$ cat config.mk
export PLATFORM = sky130hd
export DESIGN_NAME = number_to_ascii_formatter_unit
export DESIGN_NICKNAME = d
export VERILOG_FILES = /design/src/rtl/ntoa_pkg.sv /design/src/rtl/ntoa_sub_unit.sv /design/src/rtl/number_to_ascii_formatter_unit.sv
export SDC_FILE = /design/constraint.sdc
export NUM_CORES = 1
export LEC_CHECK = 0
export BUFFER_PORTS_ARGS = -buffer_cell sky130_fd_sc_hd__buf_2
export CAP_MARGIN = 20
export CORE_MARGIN = 5
export CORE_UTILIZATION = 55
export CTS_BUF_LIST = sky130_fd_sc_hd__clkbuf_2 sky130_fd_sc_hd__clkbuf_4 sky130_fd_sc_hd__clkbuf_8
export DETAILED_ROUTE_END_ITERATION = 10
export PLACE_DENSITY = 0.78
export SETUP_SLACK_MARGIN = 0.2
export SLEW_MARGIN = 20
export SYNTH_ARGS = -nofsm -noshare
export SYNTH_HDL_FRONTEND = slang
export SYNTH_HIERARCHICAL = 1
export SYNTH_SLANG_ARGS = --single-unit
$ cat constraint.sdc
create_clock -name clk -period 3.36 [get_ports clk]
set_input_delay 0.336 -clock clk [delete_from_list [all_inputs] [get_ports clk]]
set_output_delay 0.336 -clock clk [all_outputs]
set_load 0.03 [all_outputs]
$ cat src/rtl/ntoa_pkg.sv
// shared types, constants and functions of the number to ascii formatter
package ntoa_pkg;

  localparam int unsigned CmdW   = 2;
  localparam int unsigned ValW   = 16;
  localparam int unsigned CharW  = 7;
  localparam int unsigned WeightW = 14;
  localparam int unsigned DigitW = 4;
  localparam int unsigned PosW   = 4;

  typedef enum logic [CmdW-1:0] {
    CMD_DEC = 2'd0,
    CMD_HEX = 2'd1,
    CMD_BIN = 2'd2,
    CMD_NONE = 2'd3
  } cmd_t;

  typedef enum logic [1:0] {
    ST_IDLE,
    ST_DIV,
    ST_LAST,
    ST_PUT
  } state_t;

  localparam logic [CharW-1:0] CH_ZERO = 7'h30;
  localparam logic [CharW-1:0] CH_ONE  = 7'h31;
  localparam logic [CharW-1:0] CH_A    = 7'h41;
  localparam logic [CharW-1:0] CH_F    = 7'h46;
  localparam logic [CharW-1:0] CH_B    = 7'h62;
  localparam logic [CharW-1:0] CH_X    = 7'h78;

  // last character index of the fixed-length formats
  localparam logic [PosW-1:0] HEX_LAST_POS = 4'd3;
  localparam logic [PosW-1:0] BIN_LAST_POS = 4'd8;

  function automatic logic [WeightW-1:0] dec_weight(input logic [1:0] idx);
    logic [WeightW-1:0] w;
    case (idx)
      2'd0:    w = 14'd10000;
      2'd1:    w = 14'd1000;
      2'd2:    w = 14'd100;
      default: w = 14'd10;
    endcase
    return w;
  endfunction

  function automatic logic [CharW-1:0] hex_char(input logic [3:0] nib);
    logic [CharW-1:0] c;
    if (nib > 4'd9) begin
      c = CH_A + {3'b000, nib - 4'd10};
    end else begin
      c = CH_ZERO + {3'b000, nib};
    end
    return c;
  endfunction

endpackage

$ cat src/rtl/ntoa_sub_unit.sv
// shared compare and subtract unit for the decimal digit loop
module ntoa_sub_unit (
  input  logic [ntoa_pkg::ValW-1:0]    rem,
  input  logic [ntoa_pkg::WeightW-1:0] weight,
  output logic                         ge,
  output logic [ntoa_pkg::ValW-1:0]    diff
);

  logic [ntoa_pkg::ValW:0] sub;

  // borrow out of one wide subtract gives the compare
  assign sub  = {1'b0, rem} - {3'b000, weight};
  assign ge   = ~sub[ntoa_pkg::ValW];
  assign diff = sub[ntoa_pkg::ValW-1:0];

endmodule

$ cat src/rtl/number_to_ascii_formatter_unit.sv
// number to ascii formatter: decimal, hex and binary text of one value
// first character comes from the put state in hex and binary mode and from the
//   digit loop in decimal; one character per cycle in hex and binary when not stalled
// a new item is taken only back in idle; item time is set by output stalls and, in
//   decimal mode, by the single compare and subtract unit doing one step a cycle
// synchronous active-low reset returns the sequencer to idle, output empty
module number_to_ascii_formatter_unit (
  input  logic                          clk,
  input  logic                          rst_n,
  input  logic                          in_valid,
  output logic                          in_stall,
  input  logic [ntoa_pkg::CmdW-1:0]     in_command,
  input  logic [ntoa_pkg::ValW-1:0]     in_value,
  output logic                          out_valid,
  input  logic                          out_stall,
  output logic [ntoa_pkg::CharW-1:0]    out_character,
  output logic                          out_last
);

  ntoa_pkg::state_t                  state_r, state_nxt;
  ntoa_pkg::cmd_t                    cmd_r, cmd_nxt;
  logic [ntoa_pkg::ValW-1:0]         rem_r, rem_nxt;
  logic [ntoa_pkg::DigitW-1:0]       digit_r, digit_nxt;
  logic [1:0]                        widx_r, widx_nxt;
  logic                              show_r, show_nxt;
  logic [ntoa_pkg::PosW-1:0]         pos_r, pos_nxt;
  logic                              out_valid_r, out_valid_nxt;
  logic [ntoa_pkg::CharW-1:0]        out_character_r, out_character_nxt;
  logic                              out_last_r, out_last_nxt;

  logic                              out_free;
  logic                              load;
  logic                              accept;
  logic                              ge;
  logic [ntoa_pkg::ValW-1:0]         diff;

  ntoa_sub_unit u_sub (
    .rem    (rem_r),
    .weight (ntoa_pkg::dec_weight(widx_r)),
    .ge     (ge),
    .diff   (diff)
  );

  assign out_free      = ~out_valid_r | ~out_stall;
  assign in_stall      = (state_r != ntoa_pkg::ST_IDLE);
  assign accept        = in_valid & ~in_stall;
  assign out_valid     = out_valid_r;
  assign out_character = out_character_r;
  assign out_last      = out_last_r;

  always_comb begin
    state_nxt         = state_r;
    cmd_nxt           = cmd_r;
    rem_nxt           = rem_r;
    digit_nxt         = digit_r;
    widx_nxt          = widx_r;
    show_nxt          = show_r;
    pos_nxt           = pos_r;
    load              = 1'b0;
    out_character_nxt = out_character_r;
    out_last_nxt      = out_last_r;

    case (state_r)
      ntoa_pkg::ST_IDLE: begin
        if (accept) begin
          cmd_nxt   = ntoa_pkg::cmd_t'(in_command);
          rem_nxt   = in_value;
          digit_nxt = '0;
          widx_nxt  = '0;
          show_nxt  = 1'b0;
          pos_nxt   = '0;
          case (ntoa_pkg::cmd_t'(in_command))
            ntoa_pkg::CMD_DEC:  state_nxt = ntoa_pkg::ST_DIV;
            ntoa_pkg::CMD_HEX:  state_nxt = ntoa_pkg::ST_PUT;
            ntoa_pkg::CMD_BIN:  state_nxt = ntoa_pkg::ST_PUT;
            default:            state_nxt = ntoa_pkg::ST_IDLE;
          endcase
        end
      end
      ntoa_pkg::ST_DIV: begin
        if (ge) begin
          rem_nxt   = diff;
          digit_nxt = digit_r + 4'd1;
        end else if ((digit_r == '0) && !show_r) begin
          // leading zero, skip it
          widx_nxt = widx_r + 2'd1;
          if (widx_r == 2'd3) begin
            state_nxt = ntoa_pkg::ST_LAST;
          end
        end else if (out_free) begin
          load              = 1'b1;
          out_character_nxt = ntoa_pkg::CH_ZERO + {3'b000, digit_r};
          out_last_nxt      = 1'b0;
          show_nxt          = 1'b1;
          digit_nxt         = '0;
          widx_nxt          = widx_r + 2'd1;
          if (widx_r == 2'd3) begin
            state_nxt = ntoa_pkg::ST_LAST;
          end
        end
      end
      ntoa_pkg::ST_LAST: begin
        if (out_free) begin
          load              = 1'b1;
          out_character_nxt = ntoa_pkg::CH_ZERO + {3'b000, rem_r[3:0]};
          out_last_nxt      = 1'b1;
          state_nxt         = ntoa_pkg::ST_IDLE;
        end
      end
      ntoa_pkg::ST_PUT: begin
        if (out_free) begin
          load    = 1'b1;
          pos_nxt = pos_r + 4'd1;
          if (cmd_r == ntoa_pkg::CMD_HEX) begin
            case (pos_r)
              4'd0:    out_character_nxt = ntoa_pkg::CH_ZERO;
              4'd1:    out_character_nxt = ntoa_pkg::CH_X;
              4'd2:    out_character_nxt = ntoa_pkg::hex_char(rem_r[7:4]);
              default: out_character_nxt = ntoa_pkg::hex_char(rem_r[3:0]);
            endcase
            out_last_nxt = (pos_r == ntoa_pkg::HEX_LAST_POS);
          end else begin
            if (pos_r == '0) begin
              out_character_nxt = ntoa_pkg::CH_B;
            end else begin
              // bits leave msb first as the byte shifts left
              out_character_nxt = rem_r[7] ? ntoa_pkg::CH_ONE : ntoa_pkg::CH_ZERO;
              rem_nxt = {rem_r[ntoa_pkg::ValW-2:0], 1'b0};
            end
            out_last_nxt = (pos_r == ntoa_pkg::BIN_LAST_POS);
          end
          if (out_last_nxt) begin
            state_nxt = ntoa_pkg::ST_IDLE;
          end
        end
      end
      default: begin
        state_nxt = ntoa_pkg::ST_IDLE;
      end
    endcase

    if (load) begin
      out_valid_nxt = 1'b1;
    end else begin
      out_valid_nxt = out_valid_r & out_stall;
    end
  end

  always_ff @(posedge clk) begin
    if (!rst_n) begin
      state_r     <= ntoa_pkg::ST_IDLE;
      out_valid_r <= 1'b0;
    end else begin
      state_r     <= state_nxt;
      out_valid_r <= out_valid_nxt;
    end
  end

  always_ff @(posedge clk) begin
    cmd_r           <= cmd_nxt;
    rem_r           <= rem_nxt;
    digit_r         <= digit_nxt;
    widx_r          <= widx_nxt;
    show_r          <= show_nxt;
    pos_r           <= pos_nxt;
    out_character_r <= out_character_nxt;
    out_last_r      <= out_last_nxt;
  end

endmodule

# Word level (Yosys, flattened, before mapping)
# Index checks and enable logic that the tools add are counted.
# Widths: inputs -> output; s select.
# totals
wordCells	136
register_bits	40
inputBits	22
out_inout_bits	10
# op_classes
addsub	11
order_cmp	2
bitwise_logic	6
reduce_logical	22
n_eq_ne	26
mux	59
# op_table
op	count
$mux 16	5
$mux 7	9
$pmux 16 s3	1
$pmux 14 s3	1
$pmux 7 s3	2
$mux 2	12
$add 6x4->7 const A	3
$mux 4	5
$ne 2x2->1 const B	9
$reduce_and 6->1	3
$sub 16x14->17	1
$mux 1	16
$pmux 4 s2	2
$add 7x4->7 const A	2
$eq 2x2->1 const B	5
$ne 3x3->1 const B	3
$add 4x1->4 const B	2
$eq 2x1->1 const B	4
$eq 4x2->1 const B	2
$gt 4x4->1 const B	2
$logic_not 4->1	2
$pmux 2 s2	2
$pmux 2 s4	1
$reduce_and 4->1	2
other kinds (19)	30

# Depth between registers and ports, before layout
# Gate-level depths: netlist of the first run.
# logic_depth
depth_word	7
depth_mapped	17

# Modules after synthesis
# The synthesis of the first run kept the hierarchy.
# by_module_without_submodules
module	area_per_inst_um2	instances	cells_per_inst	seq_area_each_um2
number_to_ascii_formatter_unit	2590.0	1	263	1171.1
ntoa_sub_unit	852.1	1	125	0.0

# Worst setup path before layout of the first run
# OpenSTA, ideal clock, no wires.
# synth_path
path_type	register to register
start	reg widx_r[0]
end	reg out_character_r (netlist bit out_character[0]) (enable)
stages_incl_launch_ff	14
setup_ps	370
t_required_ps	2990
slack_ps	122
arrival_ps	2868
path_cell_list	edfxtp_1 > ha_1 > or2_2 > inv_1 > ha_1 > o211ai_1 > a21oi_1 > o21ai_2 > nand3_2 > a311o_1 > clkbuf_1 > nor2_1 > nor2_1 > nor2_1
# synth_between
elab_chain_cells	5
# synth_rtl
item	line	rtl
start: declaration	number_to_ascii_formatter_unit.sv:24	logic [1:0] widx_r, widx_nxt;
start signal: assignment	number_to_ascii_formatter_unit.sv:163	widx_r <= widx_nxt;
$eq 2x2->1, or another cell as far along	ntoa_pkg.sv:38	case (idx)
$pmux 14 s3 (*)	ntoa_pkg.sv:38	
$sub 16x14->17 (*)	ntoa_sub_unit.sv:12	assign sub = {1'b0, rem} - {3'b000, weight};
$ne 2x1->1 (no line) (*)	-	
$reduce_and 6->1 (no line) (*)	-	
end signal: assignment	number_to_ascii_formatter_unit.sv:166	out_character_r <= out_character_nxt;
end: declaration	number_to_ascii_formatter_unit.sv:28	logic [ntoa_pkg::CharW-1:0] out_character_r, out_character_nxt;
# Mark *: on every way between the ends. The rest lies on a longest branch, timed or not.
# A chain may end at the register's enable or synchronous reset.

# Final worst setup path of the first run
# layout_path
start	reg widx_r[0]
end	reg state_r[0]
# layout_between
elab_chain_cells	6
# layout_rtl
item	line	rtl
branches (longest 6 deep; another with $sub 16x14->17)	-	
end signal: assignment	number_to_ascii_formatter_unit.sv:151	state_r <= ntoa_pkg::ST_IDLE;
end signal: assignment	number_to_ascii_formatter_unit.sv:154	state_r <= state_nxt;
end: declaration	number_to_ascii_formatter_unit.sv:20	ntoa_pkg::state_t state_r, state_nxt;
# Several ways; the timed one is not identified. The select of a mux whose other input is x is not followed.

==> results of run 1 <==
final cells by class:
type	instances	area [um^2]
inverters	41	154
clock inverters	3	46.3
repair buffers	46	280
well taps	75	93.8
clock buffers	5	68.8
fillers	476	2080
multi-input cells	292	2100
flip-flops and latches	40	1170
metrics by stage:
| step | instance area [um^2] | setup WS (ns) | utilization (%) | hold WS (ns) |
|---|---|---|---|---|
| floorplan | 3450 | 0.230 | - | 0.435 |
| global placement | 3650 | 0.199 | 60.9 | 0.531 |
| global route | 3910 | 0.0536 | 65.3 | 0.206 |
| detailed placement | 3650 | 0.0712 | 60.9 | 0.535 |
| finish | 3910 | 0.211 | 65.3 | 0.210 |
| CTS | 3780 | 0.211 | 63.1 | 0.211 |
layer usage:
layer	wire, um	GRT usage (%)	vias up
met3	414	3.13	10
met2	3800	34.2	97
met4	107	5.41	0
li1	-	-	1454
met5	0	0	-
met1	3730	28.5	1357
cells by family after synthesis:
| logic type | Yosys count |
|---|---|
| and+or+nand+nor | 118 |
| AOI/OAI and AO/OA | 96 |
| buffers and inverters | 58 |
| DFF | 40 |
| adders and majority gates | 35 |
| xor gates and xnor gates | 22 |
| muxes | 18 |
| other | 1 |
worst register-to-register path, delay by kind of cell (launching register included):
family                   cells  cell delay, ns
adder cells (fa/ha/maj)      2            0.60
AND/OR/NAND/NOR              2            0.51
flip-flops                   1            0.51
AO/OA/AOI/OAI                6            1.31
buffers and inverters        2            0.18
registers in the layout (all words and copies together), names as in the netlist, 2 cells and up:
register / flops
cmd_r: 2
out_character: 7
widx_r: 2
state_r: 2
rem_r: 16
digit_r: 4
pos_r: 4
cells in the mapped netlist (3+ instances only):
| master | number | area [um^2] |
|---|---|---|
| nand2b_1 | 3 | 18.8 |
| xor2_1 | 9 | 78.8 |
| a21oi_1 | 35 | 175 |
| or2_2 | 4 | 25.0 |
| o21ai_1 | 4 | 20.0 |
| ha_1 | 34 | 425 |
| nor3_1 | 3 | 15.0 |
| nor2_1 | 43 | 161 |
| dfxtp_1 | 3 | 60.1 |
| nand4_1 | 7 | 43.8 |
| mux2i_1 | 18 | 180 |
| clkbuf_1 | 7 | 26.3 |
| edfxtp_1 | 37 | 1110 |
| and2_1 | 3 | 18.8 |
| a31oi_1 | 6 | 37.5 |
| xnor2_1 | 13 | 114 |
| nand3_1 | 12 | 60.1 |
| inv_1 | 41 | 154 |
| and3_1 | 4 | 25.0 |
| buf_6 | 4 | 45.0 |
| o211ai_1 | 3 | 22.5 |
| o21ai_0 | 14 | 70.1 |
| nand2_1 | 29 | 109 |
| o22ai_1 | 4 | 25.0 |
power by group through the flow:
stage | Clock (mW) | Combinational (mW) | Sequential, mW
after floorplan | 0 | 1.20 | 0.789
after global placement | 0 | 1.48 | 0.785
after detailed placement | 0 | 1.50 | 0.792
after CTS | 0.424 | 1.53 | 0.780
after global routing | 0.451 | 1.82 | 0.801
final | 0.420 | 1.65 | 0.790
worst paths after layout:
| check | from | endpoint |
|---|---|---|
| setup / recovery | widx_r[0]$_SDFFCE_PN0P_ | state_r[0]$_SDFFE_PN0P_ |
| hold / removal | in_command[1] | cmd_r[1]$_DFFE_PP_ |
| setup reg to reg | widx_r[0]$_SDFFCE_PN0P_ | state_r[0]$_SDFFE_PN0P_ |
| hold reg to reg | state_r[0]$_SDFFE_PN0P_ | state_r[0]$_SDFFE_PN0P_ |
repair_timing:
action                                  in CTS  in global routing
setup buffers                                2                  5
gates cloned                                 0                  0
pin swaps                                    2                 12
endpoints found under the setup margin      26                 29
resized for setup                            2                 21
==> flow_summary.yaml, run 1 <==
synth:
  yosys_warnings: 6
  ys.flop_type: "edfxtp_1"
  synthCells: 388
  synth_top_family_by_area: "compound AO/OA/AOI/OAI gates"
  synth-adder-area-share_pct: 12.9
  synth_simple_gate_area_share_pct: 16.2
  synth-edff-count: 37
  synthArstFlopShare_pct: 0
  synth-compound-area-share_pct: 17.7
  synth_mux_area_share_pct: 5.23
  synth_xor_area_share_pct: 5.60
  syn-cell-area_mm2: 0.00344
  ys_seq_elements: 40
  ys_seq_area_share_pct: 34.0
  synth_area_per_cell_um2: 8.87
  synth.distinct_cells: 60
sta:
  setup_viol: 0
  finalMaxSlewViolations: 0
  finClkSkew_ns: 0.00981
  rsz0062_at_grt: "true"
  fin_setup_tns_ns: 0
  finalCritPeriodShare_pct: 93.7
  slew_headroom_pct: 61.7
  period_needed_ns: 3.15
  clock.fmax_mhz: 318
  worst_pin_slew_ns: 0.574
  finalHoldViolCount: 0
worst_setup_path:
  worstRegToRegCells: 12
  path_delay_family: "compound AO/OA/AOI/OAI gates"
  regToRegSetupSlack_ns: 0.21
  path_depth: 12
  crit_required_ns: 3.61
  critPathSlowestCell: "edfxtp_1"
  critPathCaptureType: "flip-flop"
  start_kind: "flip-flop"
  worstPathArrival_ns: 3.40
  crit_chain: "inv_2 > ha_2 > inv_1 > ha_2 > a21o_2 > o21ai_2 > nand3_2 > a311o_2 > o22ai_2 > o22ai_2 > or3_1 > a31oi_1"
  crit_path_max_incr_delay_ns: 0.51
  crit_buf_inv: 2
  path_class: "flip-flop to flip-flop"
  worstPathMaxFanout: 6
power:
  ir_drop_v: 0.000400
  intPower_mw: 1.61
  p_leak_nw: 1.63
  sw_frac_of_total_pct: 43.8
  clkPwrFrac_pct: 14.7
  p_switching_mw: 1.25
  combPwrFrac_pct: 57.7
  seq_power_share_pct: 27.6
  power_density_mw_per_mm2: 731
  p_total_mw: 2.86
die:
  core_mm2: 0.00599
  die_w_um: 89.1
  die_y_um: 89.1
  std_cell_rows: 28
  start_util_pct: 57.5
  pin_count: 32
  die-area_mm2: 0.00794
cts:
  clock_path_buffers: 2
  cts_tree: "yes"
  root_buffer: "clkbuf_8"
  clk_pin_slew_worst_paths_ns: 0.09
  clock_latency_ns: 0.31
  cts_sinks: 40
  cts-htree-levels: 2
  cts_buffers: 5
  cts_hold_buf: 0
global_routing:
  overflow: 0
  first_global_vias: 2764
  grt_pass1_wl_um: 12900
  gr-usage-all-layers_pct: 20.7
  antenna_found_initial: 0
  grt_max_degree: 53
finish:
  final_cells: 502
  layout-drive-gt1-share_pct: 19.9
  final_cell_mix: "nor2_1, inv_1, edfxtp_1, a21oi_1, buf_2"
  antenna_cells: 0
  nets: 483
  layout_commonest_cell: "nor2_1"
  area_growth_syn_to_layout_pct: 13.7
routing:
  wl_per_cell_um: 16.0
  routed-via-count: 2918
  viasPerCell: 5.81
  drt_first_pass_iters: 5
  drc: 0
  antenna_left: 0
  routed_wl_um: 8050
  drt_iter0_drc: 206
min_path:
  min_path_type: "input port to flip-flop"
  holdPathStages: 1
place:
  numPortBuffers: 31
  place_inst: 487
  gp_congestion: 0.918
  hpwlAfterDp_um: 5690
job:
  maxCapViolCount: 0
status:
  status: "finished, final reports clean"
(Power assumes the default switching activity.)
==> run 2, diff against run 1 <==
Settings changed: BUFFER_PORTS_ARGS -buffer_cell sky130_fd_sc_hd__buf_2 to -buffer_cell sky130_fd_sc_hd__buf_4, PLACE_DENSITY 0.78 to 0.75.
Clock period 3.36 ns to 3.44 ns, I/O delays scaled along.
==> run 2 against run 1 <==
  * Power shrank 3.9%
  * Hold slack gained 0.014 ns
  * Clock skew shrank 0.00094 ns
  * Global-route usage grew 0.11 points
  * Sequential cell count is the same
  * Count of clock-buffer cells in the layout is the same
  * Maximum frequency grew 0.58%
  * First-iteration DRC count shrank 9.7%
  * Largest power group unchanged
==> flow_summary.yaml, run 2 (synthesized netlist as in run 1, its figures left out) <==
routing:
  met2_length_um: 3580
  drt_first_pass_iters: 5
  routed-via-count: 2955
  maxUsedRoutingLayer: "met4"
  met3WireLength_um: 572
  routed_wl_um: 7920
  drt_iter0_drc: 186
  antenna_left: 0
  drc: 0
  wl_met1_um: 3680
  viasPerCell: 5.95
  wl_per_cell_um: 15.9
place:
  hpwlAfterDp_um: 5800
  postPlaceCellArea_mm2: 0.00371
  numPortBuffers: 31
  gp_congestion: 0.938
worst_setup_path:
  critPathSlowestCell: "a311o_2"
  timing.rr.end: "state_r[0]$_SDFFE_PN0P_"
  start_kind: "flip-flop"
  worstPathMaxFanout: 8
  reg2reg_from: "widx_r[0]$_SDFFCE_PN0P_"
  regToRegSetupSlack_ns: 0.31
  crit_required_ns: 3.68
  worstRegToRegCells: 13
  worstPathArrival_ns: 3.37
  crit_path_max_incr_delay_ns: 0.50
  critPathCaptureType: "flip-flop"
  crit_chain: "ha_2 > or2_2 > inv_2 > ha_4 > o211ai_1 > a21oi_1 > o21ai_2 > nand3_2 > a311o_2 > o22ai_4 > o22ai_2 > or3_1 > a31oi_1"
  path_class: "flip-flop to flip-flop"
sta:
  worst_pin_slew_ns: 0.853
  finalHoldViolCount: 0
  finalMaxSlewViolations: 0
  fin_setup_tns_ns: 0
  setup_viol: 0
  period_needed_ns: 3.13
  finalCritPeriodShare_pct: 91.0
  finClkSkew_ns: 0.00886
  slew_headroom_pct: 43.0
  worst_hold_slack_ns: 0.225
  rsz0062_at_grt: "false"
  clock.fmax_mhz: 319
die:
  start_util_pct: 57.5
  die_w_um: 89.1
  die-area_mm2: 0.00794
  die_y_um: 89.1
  pin_count: 32
  core_mm2: 0.00599
  std_cell_rows: 28
global_routing:
  gr-usage-all-layers_pct: 20.8
  grt_max_degree: 53
  first_global_vias: 2727
  antenna_found_initial: 0
  grt_pass1_wl_um: 13100
  overflow: 0
cts:
  cts_hold_buf: 0
  cts-htree-levels: 2
  cts_tree: "yes"
  clk_pin_slew_worst_paths_ns: 0.09
  root_buffer: "clkbuf_8"
  clock_path_buffers: 2
  cts_sinks: 40
  clock_latency_ns: 0.30
  cts_buffers: 5
finish:
  final_area_mm2: 0.00392
  area_growth_syn_to_layout_pct: 13.9
  largest_reg_flops: 16
  post-route-util_pct: 65.4
  antenna_cells: 0
  top_register: "rem_r"
  layout_commonest_cell: "nor2_1"
  layout-drive-gt1-share_pct: 17.3
  final_cell_mix: "nor2_1, buf_4, inv_1, edfxtp_1, a21oi_1"
  nets: 478
min_path:
  holdPathStages: 1
  worstHoldEndpoint: "cmd_r[1]$_DFFE_PP_"
  min_path_type: "input port to flip-flop"
  hold_start: "in_command[1]"
power:
  seq_power_share_pct: 28.2
  sw_frac_of_total_pct: 43.2
  p_switching_mw: 1.19
  p_total_mw: 2.75
  clkPwrFrac_pct: 14.9
  p_leak_nw: 1.63
  power_density_mw_per_mm2: 701
  combPwrFrac_pct: 56.8
  intPower_mw: 1.56
  ir_drop_v: 0.000411
status:
  status: "finished, final reports clean"
job:
  maxCapViolCount: 0
[run 2: changes by cell type in the layout (fill, tap and decap cells not counted), sizes merged]
cell and delta:
buf -5
[run 2: routing by layer]
metal  global-route usage [%]  vias to the layer above
met5                        0                        -
met4                     4.06                        0
met3                     3.13                        9
met2                     32.8                      128
met1                     30.6                     1379
li1                         -                     1439
[run 2: worst max-delay path by stage]
| stage | slack, ns | startpoint | end | cells after the start |
|---|---|---|---|---|
| after floorplan | 0.20 | widx_r[0]$_SDFFCE_PN0P_ | out_character[0]$_DFFE_PP_ | 13 |
| after global placement | 0.22 | widx_r[0]$_SDFFCE_PN0P_ | state_r[0]$_SDFFE_PN0P_ | 13 |
| after detailed placement | 0.06 | widx_r[0]$_SDFFCE_PN0P_ | state_r[0]$_SDFFE_PN0P_ | 13 |
| after CTS | 0.22 | widx_r[0]$_SDFFCE_PN0P_ | state_r[0]$_SDFFE_PN0P_ | 13 |
| after global routing | 0.18 | widx_r[0]$_SDFFCE_PN0P_ | state_r[0]$_SDFFE_PN0P_ | 13 |
| final | 0.31 | widx_r[0]$_SDFFCE_PN0P_ | state_r[0]$_SDFFE_PN0P_ | 13 |
[run 2: timing repair]
item                                    CTS  global route
buffers inserted                          2             1
gates resized for setup                   2            15
pin swaps                                 1            10
gates cloned                              0             0
endpoints found under the setup margin   10            33
[run 2: area by class of cell]
type	count	area (um^2)
clock buffer	5	68.8
multi-input combinational	292	2070
clock inverter	3	46.3
inverter	41	154
fill	486	2070
tap	75	93.8
timing repair buffer	41	320
sequential	40	1170
[run 2: power by group through the flow]
stage	clock [mW]	sequential (mW)	combinational [mW]
6_report	0.411	0.776	1.56
5_1_grt	0.437	0.790	1.74
4_1_cts	0.416	0.771	1.48
3_5_place_dp	0	0.783	1.46
3_3_place_gp	0	0.777	1.45
2_1_floorplan	0	0.771	1.17
[run 2: through the flow]
stage,setup slack [ns],cells
CTS,0.221,496
global placement,0.216,486
global route,0.183,497
finish,0.309,497
detailed placement,0.0555,486
floorplan,0.202,390
[run 2: critical path, delay by kind of cell (launching register included)]
| family | cells | cell delay, ns |
|---|---|---|
| AND/OR/NAND/NOR | 3 | 0.71 |
| AO/OA/AOI/OAI | 7 | 1.38 |
| adder cells (fa/ha/maj) | 2 | 0.45 |
| flip-flops | 1 | 0.46 |
| buffers and inverters | 1 | 0.07 |
==> run 3, diff against run 2 <==
Settings changed: CORE_ASPECT_RATIO set to 1.25, GPL_TIMING_DRIVEN set to 0.
==> run 3 against run 2 <==
  * Power grew 6.0%
  * Sequential power is essentially flat
  * Register-to-register slack lost 0.10 ns
  * Via count grew 4.2%
  * Clock skew grew 0.0084 ns
  * Critical endpoint unchanged
==> flow_summary.yaml, run 3 (synthesized netlist as in run 1, its figures left out) <==
global_routing:
  first_global_vias: 2977
  grt_max_degree: 13
  grt.met3_usage_pct: 2.10
  use_met1_pct: 23.9
  gr-usage-all-layers_pct: 21.8
  antenna_found_initial: 0
  use_met2_pct: 40.6
  overflow: 0
  grt-busiest-layer: "met2"
  grt_pass1_wl_um: 13700
die:
  core_mm2: 0.00613
  start_util_pct: 56.2
  std_cell_rows: 32
  die_y_um: 98.4
  die-area_mm2: 0.00795
  die_w_um: 80.8
  pin_count: 32
finish:
  layout-drive-gt1-share_pct: 21.4
  antenna_cells: 0
  nets: 499
  layout_commonest_cell: "buf_4"
  final_cell_mix: "buf_4, nor2_1, inv_1, edfxtp_1, a21oi_1"
  multi_input_area_mm2: 0.00216
  register_area_mm2: 0.00117
  nFillCells: 472
  top_register: "rem_r"
  largest_reg_flops: 16
  area_growth_syn_to_layout_pct: 21.9
  final_cells: 528
sta:
  clock.fmax_mhz: 310
  fin_setup_tns_ns: 0
  period_needed_ns: 3.23
  setup_viol: 0
  finalMaxSlewViolations: 0
  worst_pin_slew_ns: 0.883
  slew_headroom_pct: 41.2
  finalHoldViolCount: 0
  finalCritPeriodShare_pct: 93.9
  finClkSkew_ns: 0.0173
  fin_ws_ns: 0.210
  rsz0062_at_grt: "true"
min_path:
  min_path_type: "input port to flip-flop"
worst_setup_path:
  start_kind: "flip-flop"
  worstPathMaxFanout: 7
  worstPathArrival_ns: 3.47
  path_class: "flip-flop to flip-flop"
  crit_required_ns: 3.68
  critPathCaptureType: "flip-flop"
job:
  maxCapViolCount: 0
routing:
  wl_per_cell_um: 16.4
  routed_wl_um: 8680
  routed-via-count: 3079
  drt_iter0_drc: 260
  antenna_left: 0
  drt_first_pass_iters: 5
  viasPerCell: 5.83
  drc: 0
cts:
  clk_pin_slew_worst_paths_ns: 0.08
  cts-htree-levels: 2
  cts_tree: "yes"
  cts_sinks: 40
  cts_buffers: 5
  cts_hold_buf: 0
  clock_path_buffers: 2
  clock_latency_ns: 0.31
  root_buffer: "clkbuf_8"
place:
  place_inst: 506
  gp_congestion: 0.919
  numPortBuffers: 31
  hpwlAfterDp_um: 6110
  dp_slack_ns: -0.446
power:
  p_leak_nw: 1.75
  ir_drop_v: 0.000433
  power_density_mw_per_mm2: 695
status:
  status: "finished, final reports clean"
[run 3: layer usage]
layer / share of wire, % / wire, um
met4: 4.4 / 384
met3: 5.1 / 443
met5: 0 / 0
met2: 52 / 4540
met1: 38 / 3320
[run 3: metrics by stage]
step | utilization (%) | total power [mW] | cell area (um^2) | hold WS (ns)
floorplan | - | 1.94 | 3450 | 0.443
global route | 68.5 | 3.12 | 4200 | 0.216
finish | 68.5 | 2.91 | 4200 | 0.225
CTS | 66.2 | 2.77 | 4050 | 0.224
detailed placement | 61.8 | 2.28 | 3790 | 0.535
global placement | 61.8 | 2.25 | 3790 | 0.540
[run 3: worst paths after layout]
check / startpoint / depth (start not counted) / end / slack (ns)
max reg2reg: widx_r[0]$_SDFFCE_PN0P_ / 17 / state_r[0]$_SDFFE_PN0P_ / 0.21
max: widx_r[0]$_SDFFCE_PN0P_ / 17 / state_r[0]$_SDFFE_PN0P_ / 0.21
min reg2reg: pos_r[3]$_SDFFCE_PN0P_ / 2 / pos_r[3]$_SDFFCE_PN0P_ / 0.68
min: in_command[1] / 1 / cmd_r[1]$_DFFE_PP_ / 0.23
[run 3: area by class of cell]
cell class | instances | share of cell area (%)
buffer | 17 | 3.61
sequential | 40 | 27.9
clock buffer | 6 | 1.82
tap | 85 | 2.54
clock inverter | 2 | 0.835
multi-input combinational | 293 | 51.6
timing repair buffer | 44 | 7.96
inverter | 41 | 3.73
[run 3: critical path, cell delays in order (launching register included)]
cell and delay [ns]:
edfxtp_1 0.53, inv_2 0.13, ha_4 0.15, nor2_1 0.05, nor2_1 0.15, inv_1 0.06, ha_1 0.28, buf_6 0.15
a21oi_2 0.10, o21ai_1 0.10, nand3_2 0.11, nand3_2 0.09, a311o_1 0.37, buf_8 0.16, o22ai_4 0.12, o22ai_2 0.10
or3_1 0.35, a31oi_1 0.16
[run 3: repair_timing]
action	in CTS	in global routing
buffers inserted	5	8
pin swaps	7	18
cloned	1	0
setup endpoints to repair	33	33
resized for setup	24	22
hold endpoints to repair	0	0
[run 3: power by group]
part / internal (mW) / switching [mW] / total [mW]
Clock: 0.223 / 0.175 / 0.398
Sequential: 0.674 / 0.100 / 0.775
Combinational: 0.764 / 0.976 / 1.74
Total: 1.66 / 1.25 / 2.91
